--- src/rtl/fkg_pkg.sv ---
// Package with shared constants and types for the fractional knapsack block.
package fkg_pkg;

  localparam int MAX_ITEMS_DEF = 64;
  localparam int FRAC_BITS_DEF = 16;
  localparam int VAL_W = 20;
  localparam int WGT_W = 20;
  localparam int CAP_W = 26;
  localparam int TOTAL_W = 42;
  localparam logic [TOTAL_W-1:0] TOTAL_MAX = {TOTAL_W{1'b1}};

  // Item handed from the front end to the back end.
  typedef struct packed {
    logic [VAL_W-1:0] value;
    logic [WGT_W-1:0] weight;
    logic             last;
  } item_t;

endpackage

--- src/rtl/fkg_front.sv ---
// Front end: accepts item transfers and pushes them into a short queue.
module fkg_front #(
  parameter int DEPTH = 4
) (
  input  logic          clk,
  input  logic          rst,
  input  logic          in_valid,
  output logic          in_ready,
  input  fkg_pkg::item_t in_item,
  output logic          q_valid,
  input  logic          q_ready,
  output fkg_pkg::item_t q_item
);

  localparam int AW = $clog2(DEPTH);

  fkg_pkg::item_t buf_q [DEPTH];
  logic [AW-1:0] wptr;
  logic [AW-1:0] rptr;
  logic [AW:0]   count;
  logic push;
  logic pop;

  assign in_ready = (count != (AW+1)'(DEPTH));
  assign push     = in_valid && in_ready;
  assign q_valid  = (count != '0);
  assign pop      = q_valid && q_ready;
  assign q_item   = buf_q[rptr];

  // Queue storage and pointers.
  always_ff @(posedge clk) begin
    if (rst) begin
      wptr  <= '0;
      rptr  <= '0;
      count <= '0;
    end else begin
      if (push) begin
        wptr <= (wptr == AW'(DEPTH-1)) ? '0 : wptr + 1'b1;
      end
      if (pop) begin
        rptr <= (rptr == AW'(DEPTH-1)) ? '0 : rptr + 1'b1;
      end
      if (push && !pop) begin
        count <= count + 1'b1;
      end else if (pop && !push) begin
        count <= count - 1'b1;
      end
    end
    if (push) begin
      buf_q[wptr] <= in_item;
    end
  end

endmodule

--- config.mk ---
export PLATFORM = sky130hd
export DESIGN_NAME = fkg_front
export DESIGN_NICKNAME = d
export VERILOG_FILES = /design/src/rtl/fkg_pkg.sv /design/src/rtl/fkg_front.sv
export SDC_FILE = /design/constraint.sdc
export NUM_CORES = 1
export LEC_CHECK = 0
export ABC_AREA = 1
export BUFFER_PORTS_ARGS = -buffer_cell sky130_fd_sc_hd__buf_4
export CAP_MARGIN = 20
export CORE_MARGIN = 2
export CORE_UTILIZATION = 45
export DETAILED_ROUTE_END_ITERATION = 16
export PLACE_DENSITY = 0.75
export SLEW_MARGIN = 25
export SYNTH_ARGS = -nofsm -noshare
export SYNTH_HDL_FRONTEND = slang
export SYNTH_SLANG_ARGS = --single-unit
--- constraint.sdc ---
create_clock -name clk -period 8.4 [get_ports clk]
set_input_delay 0.84 -clock clk [delete_from_list [all_inputs] [get_ports clk]]
set_output_delay 0.84 -clock clk [all_outputs]
set_load 0.05 [all_outputs]
==> After elaboration in Yosys (flattened, before gate mapping) <==
Memories as Yosys holds them, arrays and structs flattened. A register that Yosys moved wholly into a read port is not among the register bits.
Cells that the tools add are included.
{ "word_totals": {"regBits": 7, "ram_bits": 164, "inputBits": 45, "out_inout_bits": 43, "wordCells": 27, "memories": 1} }
{ "classes": {"n_addsub": 4, "n_eq_ne": 3, "mux": 8, "n_reduce_logical": 8} }
{ "mem_list": {"columns": ["name", "depth", "word_bits", "read_ports", "rd_ports_with_merged_regs", "write_ports", "line_no", "rtl"], "rows": [
  ["buf_q", 4, 41, 1, 1, 1, "fkg_front.sv:17", "fkg_pkg::item_t buf_q [DEPTH];"]
]} }
{ "op_table": {"columns": ["op", "count"], "rows": [
  ["$mux W2", 4],
  ["$mux W3", 2],
  ["$add A2 B1 Y2 const B", 2],
  ["$eq A2 B2 Y1 const B", 2],
  ["$logic_and A1 B1 Y1", 4],
  ["$add A3 B1 Y3 const B", 1],
  ["$ne A3 B3 Y1 const B", 1],
  ["$reduce_bool A3 Y1", 1],
  ["$sub A3 B1 Y3 const B", 1],
  ["$logic_not A1 Y1", 2],
  ["$mux W1", 2],
  ["$reduce_bool A2 Y1", 1]
]} }

==> Depth between registers and ports, before layout <==
{ "depth": {"word_depth": 6, "mapped_depth": 13, "mapped_depth_nobuf": 13} }

==> Worst setup path before layout <==
Ideal clock, no wire load.
{ "synth_timing": {"kind": "input -> register", "start": "input port in_valid", "end": "memory buf_q[0][0] (netlist bit) (enable)", "setup_time_ns": 0.440, "arrival_time_ns": 2.675, "t_required_ns": 7.960, "slack_ns": 5.286, "stages": 2, "n_path_buf": 0, "cell_sequence": "nand2_2 > nor2_1"} }
{ "synth_via": {"elab_chain_cells": 3} }
{ "synth_lines": {"columns": ["element", "line_no", "rtl"], "rows": [
  ["start: declaration", "fkg_front.sv:7", "input logic in_valid,"],
  ["$logic_and A1 B1 Y1", "fkg_front.sv:25", "assign push = in_valid && in_ready;"],
  ["$mux W1", "fkg_front.sv:49", "if (push) begin"],
  ["$mux W1 (not written as such)", "fkg_front.sv:50", "buf_q[wptr] <= in_item;"],
  ["end: declaration", "fkg_front.sv:17", null]
]} }
No other way between the ends.

==> metrics.txt <==
Comb power frac=0.371; initial antenna violation count=0; # DRC=0; power per cell area=371 nW/um2; Die Y=125 um; Mapped Cells=465; H-tree depth=4; vias in the first global route=4092; most frequent cells in the layout=edfxtp_1 (164), nor2_1 (94), buf_4 (92); P_int=1.76 mW; Seq pwr share=0.393; Post-Syn Nets=517; Buffers on Ports=87; Syn-to-layout area delta=19.9%; share of the yosys chip area belonging to registers=0.776; largest net degree at the start of global routing=84; GR Util All Layers=0.177; Netlist cell types=21; most common cell after layout, fill and taps aside=edfxtp_1; CP Max Fanout=83; grt total ovfl=0; status=complete, no violations; worst skew pair latency=0.42 ns; DRT iter0 DRCs=359; Post-CTS Resized=0; cell area after synthesis=6580 um2; Psw=around 1.2 mW; Worst VDD drop=273 uV; die width=125 um; synthesis-stage register bit count=approximately 170; top cells by area, synth=edfxtp_1 (75%), nor2_1 (5.6%), o22ai_1 (3.9%); fin crit period=3.54 ns; max_cap viols=0; average wire per standard cell=approximately 18 um; Leakage=~2.8 nW; Clock Path Buffers=2; area of the multi-input gates=approximately 1300 um2; fill count=roughly 1200; standard-cell rows=44; vias=3956; die area=15600 um2; Clock Sink Count=between 150 and 200; Critical Path AT=2.70 ns; number of hold buffers added after CTS=0; GPL Wtd Cong=0.727; final setup TNS=0 ns; Synth Warn #=0; Hold WC Path Type=flop to flop; Max Clk Rate=282 MHz; synthesized area per cell=14.1 um2; DP HPWL=approximately 7.5 mm; ratio of final minimum period to clock period=0.421; Clock power frac=0.237; largest area contributor in the netlist=edfxtp_1; RSZ-0062 raised after global routing=false; endpoint class of the critical path=output pin; critical path class=flop to output pin; Max Slew Vio Count=0; I/O Pins=88; FF/Latch Area=5110 um2; Core Area=14400 um2; CTS clock-pin slew for the worst setup and hold paths=0.06 ns; Via density=about 5.3; TritonCTS clock tree=yes; antenna viol nets, final=0; Root Driver=clkbuf_16; Req. time, crit path=between 7 and 8 ns; Initial Utilization=0.456; Worst setup SP type=flop; final wirelength=13.4 mm; TritonCTS Buffers=17; DR pass1 iterations=4; Switching Share=0.399; max_slew headroom=0.406; top cell type's share of synthesized area=0.749; Clock Skews=roughly 0.0083 ns; layout cell share with drive strength beyond 1=0.222; total power=2.92 mW; Final #Nets=603; Post-CTS Setup Bufs=0; # diodes=0; first-pass GRT wire length=21.0 mm; Final Hold Viols=0; worst-margin pin slew=0.891 ns; final setup vio count=0
-- registers in the layout (all words and copies together), names as in the netlist, named ones only --
register	flops
wptr	2
count	3
rptr	2
buf_q	164
-- routing by layer --
| metal | GRT usage | part of all wire | up-vias |
|---|---|---|---|
| li1 | - | - | 1890 |
| met1 | 0.216 | 0.41 | 1958 |
| met2 | 0.301 | 0.52 | 99 |
| met3 | 0.0533 | 0.058 | 9 |
| met4 | 0.0641 | 0.0081 | 0 |
| met5 | 0 | 0 | - |
-- synth_stat cells, drive strengths merged --
master / number
edfxtp: 164
nor2: 99
o21ai: 83
o22ai: 41
buf: 25
inv: 16
nand2: 14
dfxtp: 9
ha: 6
a21oi: 2
nand3b: 2
fa: 1
nand3: 1
nand4: 1
xor2: 1
-- kinds of logic after synthesis --
group / synth area share
flops: 0.776
xor+xnor: 0.00133
compound gates: 0.104
simple gates: 0.0696
fa+ha+maj: 0.0145
buf+inv: 0.0344
-- final cells by class --
class                           instances  area share
Clock buffer                           22      0.0563
Tap cell                              184      0.0292
Sequential cell                       173       0.648
Timing Repair Buffer                   92      0.0876
Multi-Input combinational cell        251       0.162
Inverter                               16     0.00762
Clock inverter                         10     0.00937
-- critical path, stage by stage, from the launching register on --
cell and delay [ns]:
dfxtp_4 0.90, inv_2 0.27, buf_4 0.42, o21ai_0 0.30, o22ai_1 0.14, buf_4 0.21
-- power by group through the flow --
| stage | Sequential [mW] | Combinational [mW] | Clock (mW) |
|---|---|---|---|
| finish | 1.15 | 1.08 | 0.691 |
| global route | 1.16 | 1.16 | 0.740 |
| CTS | 1.15 | 1.09 | 0.703 |
| detailed placement | 1.17 | 1.08 | 0 |
| global placement | 1.16 | 1.07 | 0 |
| floorplan | 1.10 | 0.826 | 0 |
-- through the flow --
step | cells | cell area (um2) | setup slack [ns] | hold slack, ns | util
final | 748 | 7880 | 4.86 | 0.538 | 0.546
after global placement | 716 | 7360 | 5.42 | 0.497 | 0.511
after floorplan | 465 | 6580 | 5.29 | 0.483 | -
after CTS | 748 | 7880 | 4.87 | 0.536 | 0.546
after detailed placement | 716 | 7360 | 5.33 | 0.518 | 0.511
after global routing | 748 | 7880 | 4.68 | 0.572 | 0.546
-- path summary, 6_finish.rpt --
check                           to  slack [ns]  cells after the start                   from
max reg2reg  count[1]$_SDFFE_PP0P_        6.32                      9  count[1]$_SDFFE_PP0P_
min reg2reg                   flop        0.54                      2   rptr[1]$_SDFFE_PP0P_
max                     q_item[27]        4.86                      5                   flop
min                           flop        0.54                      2   rptr[1]$_SDFFE_PP0P_
Power figures use the tool's default switching activity.
